### src/rtl/sfr_pkg.sv
// ---------------------------------------------------------------------------
// sfr_pkg
// Types and constants of the sequenced fragment receiver.
// ---------------------------------------------------------------------------
package sfr_pkg;

  localparam int SEQ_W  = 31;
  localparam int MLEN_W = 15;
  localparam int CLEN_W = 11;
  localparam int VERD_W = 3;

  localparam logic [15:0] FRAGMENT_LEN = 16'd1300;
  localparam logic [15:0] MESSAGE_MAX  = 16'd16384;
  localparam logic [MLEN_W-1:0] CAPACITY_RESET = 15'd16384;

  localparam logic [VERD_W-1:0] VERDICT_DELIVER      = 3'd0;
  localparam logic [VERD_W-1:0] VERDICT_REASSEMBLED  = 3'd1;
  localparam logic [VERD_W-1:0] VERDICT_OUT_OF_ORDER = 3'd2;
  localparam logic [VERD_W-1:0] VERDICT_MISSED       = 3'd3;
  localparam logic [VERD_W-1:0] VERDICT_BAD_LENGTH   = 3'd4;
  localparam logic [VERD_W-1:0] VERDICT_STORED       = 3'd5;
  localparam logic [VERD_W-1:0] VERDICT_TOO_BIG      = 3'd6;

  typedef struct packed {
    logic [31:0]        header_word;
    logic signed [15:0] fragment_start;
    logic signed [15:0] fragment_length;
    logic [10:0]        payload_available;
  } sfr_in_t;

  typedef struct packed {
    logic [VERD_W-1:0] verdict;
    logic [SEQ_W-1:0]  sequence_number;
    logic [SEQ_W-1:0]  dropped_count;
    logic [MLEN_W-1:0] copy_offset;
    logic [CLEN_W-1:0] copy_length;
    logic [MLEN_W-1:0] message_length;
  } sfr_out_t;

  // Header after stateless classification.
  typedef struct packed {
    logic [SEQ_W-1:0]  seq;
    logic              frag;
    logic              start_neg;
    logic [MLEN_W-1:0] start;
    logic              len_bad;
    logic [CLEN_W-1:0] len;
  } sfr_cls_t;

endpackage

### src/rtl/sfr_front.sv
// ---------------------------------------------------------------------------
// sfr_front
// Input stage: takes headers and classifies the fields that need no state.
// ---------------------------------------------------------------------------
module sfr_front
  import sfr_pkg::*;
(
  input  logic     clk,
  input  logic     rst_n,
  input  logic     in_valid,
  output logic     in_stall,
  input  sfr_in_t  in_data,
  output logic     cls_valid,
  input  logic     cls_full,
  output sfr_cls_t cls_data
);

  logic     vld_r, vld_nxt;
  sfr_cls_t cls_r, cls_nxt;
  logic     take;
  logic     len_neg;
  logic     len_over;

  assign in_stall = vld_r & cls_full;
  assign take     = in_valid & ~in_stall;

  always_comb begin
    len_neg  = in_data.fragment_length[15];
    len_over = {1'b0, in_data.fragment_length[14:0]} > {5'd0, in_data.payload_available};
    cls_nxt.seq       = in_data.header_word[SEQ_W-1:0];
    cls_nxt.frag      = in_data.header_word[31];
    cls_nxt.start_neg = in_data.fragment_start[15];
    cls_nxt.start     = in_data.fragment_start[MLEN_W-1:0];
    cls_nxt.len_bad   = len_neg | len_over;
    cls_nxt.len       = in_data.fragment_length[CLEN_W-1:0];
  end

  always_comb begin
    vld_nxt = vld_r;
    if (take) begin
      vld_nxt = 1'b1;
    end else if (!cls_full) begin
      vld_nxt = 1'b0;
    end
  end

  always_ff @(posedge clk) begin
    if (!rst_n) begin
      vld_r <= 1'b0;
    end else begin
      vld_r <= vld_nxt;
    end
  end

  always_ff @(posedge clk) begin
    if (take) begin
      cls_r <= cls_nxt;
    end
  end

  assign cls_valid = vld_r;
  assign cls_data  = cls_r;

endmodule

### src/rtl/sfr_queue.sv
// ---------------------------------------------------------------------------
// sfr_queue
// Short register queue between the classifier and the sequencing stage.
// ---------------------------------------------------------------------------
module sfr_queue
  import sfr_pkg::*;
#(
  parameter int DEPTH = 4
) (
  input  logic     clk,
  input  logic     rst_n,
  input  logic     push,
  input  sfr_cls_t push_data,
  output logic     full,
  input  logic     pop,
  output logic     not_empty,
  output sfr_cls_t pop_data
);

  localparam int AW = (DEPTH > 1) ? $clog2(DEPTH) : 1;
  localparam int CW = $clog2(DEPTH + 1);
  localparam logic [AW-1:0] LAST = AW'(DEPTH - 1);
  localparam logic [CW-1:0] FULL_CNT = CW'(DEPTH);

  sfr_cls_t          mem_r [DEPTH];
  logic [AW-1:0]     wptr_r, wptr_nxt;
  logic [AW-1:0]     rptr_r, rptr_nxt;
  logic [CW-1:0]     cnt_r, cnt_nxt;
  logic              do_push;
  logic              do_pop;

  assign full      = (cnt_r == FULL_CNT);
  assign not_empty = (cnt_r != '0);
  assign do_push   = push & ~full;
  assign do_pop    = pop & not_empty;
  assign pop_data  = mem_r[rptr_r];

  always_comb begin
    wptr_nxt = wptr_r;
    rptr_nxt = rptr_r;
    cnt_nxt  = cnt_r;
    if (do_push) begin
      wptr_nxt = (wptr_r == LAST) ? '0 : wptr_r + 1'b1;
    end
    if (do_pop) begin
      rptr_nxt = (rptr_r == LAST) ? '0 : rptr_r + 1'b1;
    end
    if (do_push && !do_pop) begin
      cnt_nxt = cnt_r + 1'b1;
    end else if (!do_push && do_pop) begin
      cnt_nxt = cnt_r - 1'b1;
    end
  end

  always_ff @(posedge clk) begin
    if (!rst_n) begin
      wptr_r <= '0;
      rptr_r <= '0;
      cnt_r  <= '0;
    end else begin
      wptr_r <= wptr_nxt;
      rptr_r <= rptr_nxt;
      cnt_r  <= cnt_nxt;
    end
  end

  always_ff @(posedge clk) begin
    if (do_push) begin
      mem_r[wptr_r] <= push_data;
    end
  end

endmodule

### src/rtl/sfr_back.sv
// ---------------------------------------------------------------------------
// sfr_back
// Sequencing and reassembly state, verdict and registered result.
// ---------------------------------------------------------------------------
module sfr_back
  import sfr_pkg::*;
(
  input  logic              clk,
  input  logic              rst_n,
  input  logic              cfg_valid,
  input  logic [MLEN_W-1:0] cfg_data,
  input  logic              q_valid,
  input  sfr_cls_t          q_data,
  output logic              q_pop,
  output logic              out_valid,
  input  logic              out_stall,
  output sfr_out_t          out_data
);

  logic [MLEN_W-1:0] cap_r;
  logic [SEQ_W-1:0]  last_r, last_nxt;
  logic [SEQ_W-1:0]  rseq_r, rseq_nxt;
  logic [MLEN_W-1:0] asm_r, asm_nxt;
  logic              ovld_r, ovld_nxt;
  sfr_out_t          out_r, res;
  logic [MLEN_W-1:0] eff_asm;
  logic [15:0]       sum;
  logic              load;

  assign load  = ~ovld_r | ~out_stall;
  assign q_pop = q_valid & load;

  always_comb begin
    last_nxt = last_r;
    rseq_nxt = rseq_r;
    asm_nxt  = asm_r;
    res      = '0;
    res.sequence_number = q_data.seq;
    eff_asm  = (q_data.seq != rseq_r) ? '0 : asm_r;
    sum      = {1'b0, eff_asm} + {5'd0, q_data.len};
    if (q_data.seq <= last_r) begin
      res.verdict = VERDICT_OUT_OF_ORDER;
    end else begin
      res.dropped_count = q_data.seq - last_r - 1'b1;
      if (!q_data.frag) begin
        last_nxt    = q_data.seq;
        res.verdict = VERDICT_DELIVER;
      end else begin
        rseq_nxt = q_data.seq;
        asm_nxt  = eff_asm;
        if (q_data.start_neg || q_data.start != eff_asm) begin
          res.verdict = VERDICT_MISSED;
        end else if (q_data.len_bad || sum > MESSAGE_MAX) begin
          res.verdict = VERDICT_BAD_LENGTH;
        end else begin
          res.copy_offset = eff_asm;
          res.copy_length = q_data.len;
          asm_nxt         = sum[MLEN_W-1:0];
          if ({5'd0, q_data.len} == FRAGMENT_LEN) begin
            res.verdict = VERDICT_STORED;
          end else if (sum[MLEN_W-1:0] > cap_r) begin
            res.verdict        = VERDICT_TOO_BIG;
            res.message_length = sum[MLEN_W-1:0];
          end else begin
            res.verdict        = VERDICT_REASSEMBLED;
            res.message_length = sum[MLEN_W-1:0];
            asm_nxt            = '0;
            last_nxt           = q_data.seq;
          end
        end
      end
    end
  end

  always_comb begin
    ovld_nxt = ovld_r;
    if (load) begin
      ovld_nxt = q_valid;
    end
  end

  always_ff @(posedge clk) begin
    if (!rst_n) begin
      cap_r  <= CAPACITY_RESET;
      last_r <= '0;
      rseq_r <= '0;
      asm_r  <= '0;
      ovld_r <= 1'b0;
    end else begin
      if (cfg_valid) begin
        cap_r <= cfg_data;
      end
      if (q_pop) begin
        last_r <= last_nxt;
        rseq_r <= rseq_nxt;
        asm_r  <= asm_nxt;
      end
      ovld_r <= ovld_nxt;
    end
  end

  always_ff @(posedge clk) begin
    if (q_pop) begin
      out_r <= res;
    end
  end

  assign out_valid = ovld_r;
  assign out_data  = out_r;

endmodule

### src/rtl/sequenced_fragment_receiver.sv
// ---------------------------------------------------------------------------
// sequenced_fragment_receiver
// Receive-side sequence check and fragment reassembly bookkeeping.
// ---------------------------------------------------------------------------
// Usage:
//   in_*  : one datagram header per transaction (valid/stall).
//   out_* : one verdict per header, in order (valid/stall), with the
//           dropped count, payload copy placement and reassembled length.
//   cfg_* : writes receive_capacity; always ready, apply only when idle.
// Path: from input transaction to result valid through the classify
//   register, queue and result register.
// Throughput: one header per cycle while no stall holds the flow; the
//   sequencing stage updates its state once per header.
// Reset: clears the sequence state, assembled length and queue, and sets
//   receive_capacity to 16384.
// Stall: the result register holds; the queue of QUEUE_DEPTH entries
//   absorbs headers, then in_stall rises until space frees up.
// ---------------------------------------------------------------------------
module sequenced_fragment_receiver
  import sfr_pkg::*;
#(
  parameter int QUEUE_DEPTH = 4
) (
  input  logic              clk,
  input  logic              rst_n,
  input  logic              in_valid,
  output logic              in_stall,
  input  sfr_in_t           in_data,
  output logic              out_valid,
  input  logic              out_stall,
  output sfr_out_t          out_data,
  input  logic              cfg_valid,
  output logic              cfg_ready,
  input  logic [MLEN_W-1:0] cfg_data
);

  logic     cls_valid;
  logic     q_full;
  sfr_cls_t cls_data;
  logic     q_pop;
  logic     q_valid;
  sfr_cls_t q_data;

  assign cfg_ready = 1'b1;

  sfr_front u_front (
    .clk       (clk),
    .rst_n     (rst_n),
    .in_valid  (in_valid),
    .in_stall  (in_stall),
    .in_data   (in_data),
    .cls_valid (cls_valid),
    .cls_full  (q_full),
    .cls_data  (cls_data)
  );

  sfr_queue #(
    .DEPTH (QUEUE_DEPTH)
  ) u_queue (
    .clk       (clk),
    .rst_n     (rst_n),
    .push      (cls_valid),
    .push_data (cls_data),
    .full      (q_full),
    .pop       (q_pop),
    .not_empty (q_valid),
    .pop_data  (q_data)
  );

  sfr_back u_back (
    .clk       (clk),
    .rst_n     (rst_n),
    .cfg_valid (cfg_valid & cfg_ready),
    .cfg_data  (cfg_data),
    .q_valid   (q_valid),
    .q_data    (q_data),
    .q_pop     (q_pop),
    .out_valid (out_valid),
    .out_stall (out_stall),
    .out_data  (out_data)
  );

endmodule

### config.mk
export PLATFORM = sky130hd
export DESIGN_NAME = sequenced_fragment_receiver
export DESIGN_NICKNAME = d
export VERILOG_FILES = /design/src/rtl/sfr_pkg.sv /design/src/rtl/sfr_front.sv /design/src/rtl/sfr_queue.sv /design/src/rtl/sfr_back.sv /design/src/rtl/sequenced_fragment_receiver.sv
export SDC_FILE = /design/constraint.sdc
export NUM_CORES = 1
export LEC_CHECK = 0
export BUFFER_PORTS_ARGS = -buffer_cell sky130_fd_sc_hd__clkbuf_2
export CAP_MARGIN = 0
export CORE_AREA = 3 3 198 200
export DETAILED_ROUTE_END_ITERATION = 8
export DIE_AREA = 0 0 201 203
export MAX_ROUTING_LAYER = met4
export PLACE_DENSITY = 0.78
export SLEW_MARGIN = 10
export SYNTH_ARGS = -nofsm -noshare
export SYNTH_HDL_FRONTEND = slang
export SYNTH_HIERARCHICAL = 1
export SYNTH_SLANG_ARGS = --single-unit
### constraint.sdc
create_clock -name clk -period 9 [get_ports clk]
set_input_delay 1.8 -clock clk [delete_from_list [all_inputs] [get_ports clk]]
set_output_delay 1.8 -clock clk [all_outputs]
set_load 0.02 [all_outputs]
After elaboration in Yosys (flattened, before gate mapping). Memories as Yosys holds them, arrays and structs flattened. A register that Yosys moved wholly into a read port is not among the register bits. Cells that the tools add are included.

Output and inout bits: 109. RAM bits: 240. Bits of input ports: 95. Logic and storage cells: 98. Flip-flop bits (word level): 267. Memories: 1.

Equal/unequal tests: 11. Bitwise logic cells: 13. Add/sub/neg operators: 7. Reduce and logical (&&, ||, !) cells: 14. Muxes and demuxes: 25. $lt $le $gt $ge: 4.

Memory list: u_queue.mem_r (words 4, width 60, read ports 1, clocked after memory_dff 1, write ports 1, RTL line sfr_queue.sv:25) `sfr_cls_t mem_r [DEPTH];`.

Operators by type and width (number): $mux W31 (5); $mux W15 (5); $le A31 B31 Y1 (1); $ne A31 B31 Y1 (1); $sub A31 B1 Y31 const B (1); $sub A31 B31 Y31 (1); $add A15 B11 Y16 (1); $gt A16 B15 Y1 const B (1); $gt A15 B11 Y1 (1); $gt A15 B15 Y1 (1); $mux W3 (5); $ne A15 B15 Y1 (1); $mux W2 (6); $eq A11 B11 Y1 const B (1); $ne A2 B2 Y1 const B (5); $not A1 Y1 (6); $reduce_and A6 Y1 (1); $and A1 B1 Y1 (5); $reduce_or A5 Y1 (1); $add A2 B1 Y2 const B (2); $eq A2 B2 Y1 const B (2); $mux W1 (4); $reduce_or A4 Y1 (1); $add A3 B1 Y3 const B (1); other kinds (11) (15).

Depth between registers and ports, before layout.
Word-level depth: 9. Depth in mapped cells: 28.

Hierarchy. Netlist, hierarchy kept.

Modules (own cells, without submodules): sfr_back (sequential area each 5044.8 um2, area each 11061.9 um2, cells each 1127, times used 1); sfr_queue (sequential area each 7387.1 um2, area each 9205.1 um2, cells each 365, times used 1); sfr_front (sequential area each 1821.7 um2, area each 2150.8 um2, cells each 105, times used 1); sequenced_fragment_receiver (sequential area each 0.0 um2, area each 11.3 um2, cells each 2, times used 1).

Worst setup path after synthesis. OpenSTA, ideal clock, no wires.

Path type: register to register. Start point: register (tool-made name). End point: register u_back.last_r[0]. Stages on the path, launching flop included: 29. Setup slack: 2.725 ns. Required time: 8.928 ns. Data arrival time: 6.204 ns. Cells stage by stage: dfxtp_1 buf_6 buf_12 mux4_2 xnor2_1 nand4_1 nor4_4 and3_1 buf_4 clkbuf_1 and2_1 ha_1 and3_1 a2111o_1 o2111ai_1 a311oi_1 xnor2_1 nor2_1 ha_1 a21o_1 a21o_1 a311oi_1 a31oi_1 a31o_2 nor3_1 a31o_1 buf_6 buf_12 mux2i_1.

RTL lines: end signal, assigned (RTL line sfr_back.sv:94) `last_r <= last_nxt;`; end, declared (RTL line sfr_back.sv:21) `logic [SEQ_W-1:0] last_r, last_nxt;`.

==> flow_summary.json <==
{
  "status": "complete, no violations",
  "die_w_um": 201,
  "grt_max_degree": 94,
  "mostFrequentLayoutCell": "edfxtp_1",
  "critical_path_buf_inv_count": 1,
  "clkTransAtPathRegs_ps": 60,
  "synth_mux_area_share_pct": 9.595,
  "synth_edf_count": 406,
  "rsz0062_at_grt": "false",
  "grt_pass1_wl_mm": 82.37,
  "synthCells": 1599,
  "die_h_um": 203,
  "numCtsBuffers": 50,
  "synth_cell_types": 75,
  "cp_top_family": "compound AO/OA/AOI/OAI gates",
  "drc": 0,
  "cts_max_level": 2,
  "post_drt_wl_per_cell_um": 22.77,
  "slew_viol_final": 0,
  "finalNetCount": 1970,
  "clock-sinks": 509,
  "clock_path_buffers": 3,
  "syn_to_final_growth_pct": 14.29,
  "syn_area_um2": 22430,
  "first_pass_iters": 6,
  "finClkSkew_ps": 13.25,
  "grt_pass1_vias": 14100,
  "dieArea_um2": 40800,
  "leakage_uw": 0.009708,
  "hold_path_depth": 2,
  "async_flop_share_pct": 0,
  "slowest_delay_ps": 990,
  "drt_iter0_markers": 1317,
  "fin_crit_ps": 8017,
  "cp_cell_sequence": "mux4_2 -> xnor2_1 -> nand4_1 -> nor4_4 -> and3_1 -> and2_1 -> ha_1 -> and3_1 -> a2111o_1 -> o2111ai_1 -> a311oi_1 -> xnor2_1 -> nor2_1 -> ha_1 -> a21o_1 -> a21o_1 -> a311oi_1 -> a31oi_1 -> a31o_2 -> nor3_1 -> a31o_2 -> buf_4 -> mux2i_1",
  "antenna_found_initial": 0,
  "holdBufCountCts": 0,
  "cpMaxStageDelayCell": "dfxtp_2",
  "clock.fmax_ghz": 0.1247,
  "cts_resized": 0,
  "yosysWarnings": 6,
  "final_core_util_pct": 68.22,
  "synthSimpleGateAreaFrac_pct": 9.612,
  "grt_use_total_pct": 27.03,
  "setup_violations": 0,
  "num_io_pins": 204,
  "critPathCaptureType": "flip-flop",
  "fin_crit_sh_pct": 89.08,
  "power_density_nw_per_um2": 315.6,
  "avgSynthCellArea_um2": 14.03,
  "placedCellCount": 2256,
  "hold_viol": 0,
  "reg2reg_depth": 23,
  "postCtsSetupRepairBufs": 0,
  "synth_xor_xnor_area_share_pct": 2.694,
  "place_congestion": 0.9220,
  "worstHoldPathType": "reg -> reg",
  "hpwl_mm": 35.67,
  "crit_fanout": 33,
  "final_area_um2": 25630,
  "wl_mm": 53.50,
  "clock_latency_ps": 600,
  "vias": 14070,
  "vdd_ir_drop_max_mv": 0.2143,
  "crit_cells": 23,
  "crit_type": "reg -> reg",
  "cp-start-kind": "flip-flop",
  "cap_viol_max_count": 0,
  "fin_setup_tns_ps": 0,
  "antenna_cells": 0,
  "synth_seq_area_share_pct": 63.55,
  "critical_path_arrival_ps": 8530,
  "dpl_cell_area_um2": 23760,
  "rows": 71,
  "instances_no_fill": 2350,
  "syn-num-nets": 1772,
  "synth_top_family_by_area": "simple AND/OR/NAND/NOR gates",
  "ys_ff_latch": 509,
  "portBuffers": 202,
  "cp.required_ps": 9510,
  "slew_headroom_pct": 33.33,
  "synth_compound_area_share_pct": 6.281,
  "cts-root-buf": "clkbuf_16",
  "core_area_um2": 37580,
  "cts_tree": "built",
  "postRouteAntennaNets": 0,
  "synth_fa_ha_area_share_pct": 4.452,
  "ys.flop_type": "edfxtp_1",
  "layout_common_cells": "edfxtp_1 (406), clkbuf_2 (201), nor2_1 (106)",
  "grt_remaining_overflow": 0,
  "tightest_slew_ps": 1000,
  "fin_hold_ws_ps": 459.3,
  "start_util_pct": 59.69,
  "drive_gt1_share_pct": 21.10,
  "via_per_inst": 5.987
}
-- final timing paths --
check / startpoint / to / slack, ps
min: u_back/last_r[1]$_SDFFE_PN0P_ / u_back/last_r[1]$_SDFFE_PN0P_ / 460
max reg2reg: flip-flop / u_back/last_r[15]$_SDFFE_PN0P_ / 980
max: flip-flop / u_back/last_r[15]$_SDFFE_PN0P_ / 980
min reg2reg: u_back/last_r[1]$_SDFFE_PN0P_ / u_back/last_r[1]$_SDFFE_PN0P_ / 460
-- per-stage QoR --
step                power, uW  setup WS, ps
global route             8458         569.7
detailed placement       5777          1173
global placement         5740          1368
CTS                      8116          1085
floorplan                5003          2725
finish                   8089         982.9
-- worst register-to-register path, cell delays in order, from the launching register on --
cell       delay [ps]
dfxtp_2           990
mux4_2            500
xnor2_1           270
nand4_1           200
nor4_4            610
and3_1            720
and2_1            230
ha_1              280
and3_1            210
a2111o_1          500
o2111ai_1         370
a311oi_1          220
xnor2_1           170
nor2_1            230
ha_1              300
a21o_1            190
a21o_1            190
a311oi_1          260
a31oi_1           160
a31o_2            250
nor3_1            140
a31o_2            340
buf_4             330
mux2i_1           270
-- metal layers --
layer	vias up	part of all wire, %	track usage [%]
met5	-	0	-
met4	0	3.0	9.210
met3	113	9.4	6.734
met2	648	45	39.44
met1	6903	43	37.66
li1	6406	-	-
-- cell families after synthesis --
| family | after synthesis |
|---|---|
| XOR/XNOR | 69 |
| buffers and inverters | 175 |
| adder cells (fa/ha/maj) | 78 |
| flip-flops | 509 |
| other | 1 |
| AND/OR/NAND/NOR | 422 |
| AO/OA/AOI/OAI | 205 |
| multiplexers | 140 |
-- synth_stat cells, types with 3 or more instances --
library cell / n / area (um^2)
edfxtp_1: 406 / 12190
nor2_1: 106 / 397.9
dfxtp_1: 103 / 2062
inv_1: 101 / 379.1
nand2_1: 100 / 375.4
mux2i_1: 80 / 800.8
ha_1: 75 / 938.4
mux4_2: 60 / 1351
xnor2_1: 53 / 464.2
nand3_1: 48 / 240.2
a21oi_1: 44 / 220.2
and3_1: 40 / 250.2
nand4_1: 38 / 237.7
clkbuf_1: 37 / 138.9
o21ai_0: 30 / 150.1
and2_1: 25 / 156.4
a21o_1: 23 / 172.7
buf_2: 18 / 90.09
xor2_1: 16 / 140.1
o2111ai_1: 15 / 131.4
nor3_1: 14 / 70.07
a211oi_1: 13 / 97.59
o21a_1: 11 / 82.58
o21bai_1: 10 / 75.07
buf_12: 9 / 180.2
a31oi_1: 7 / 43.79
nor2b_1: 7 / 43.79
o211ai_1: 7 / 52.55
o31ai_1: 7 / 52.55
or3_1: 7 / 43.79
nor4_1: 6 / 37.54
buf_1: 5 / 18.77
o221ai_1: 5 / 43.79
nor3b_1: 4 / 30.03
a311oi_1: 3 / 26.28
and4b_1: 3 / 30.03
buf_4: 3 / 22.52
fa_1: 3 / 60.06
nand2b_1: 3 / 18.77
nor4_4: 3 / 63.81
-- final cells by class --
class | instances | area [um^2]
fill | 2613 | 11940
tap | 511 | 639.4
multi-input combinational | 915 | 7337
sequential | 509 | 14260
clock buffer | 57 | 1329
clock inverter | 37 | 543.0
timing repair buffer | 220 | 1146
inverter | 101 | 381.6
-- flip-flops by register name, indices dropped and copies added (netlist names), named ones only --
register / flops
u_queue/rptr_r: 2
u_back/rseq_r: 31
u_front/cls_data: 60
u_queue/mem_r: 240
u_queue/wptr_r: 2
u_front/cls_valid: 1
u_queue/cnt_r: 3
u_back/out_data: 106
u_back/out_valid: 1
u_back/asm_r: 15
u_back/cap_r: 15
u_back/last_r: 31
-- power by group --
part | internal, uW | total [uW] | switching [uW]
clock network | 1420 | 2330 | 912
logic | 841 | 2420 | 1580
registers | 3100 | 3340 | 237
total | 5360 | 8090 | 2730
Power figures use the tool's default switching activity.
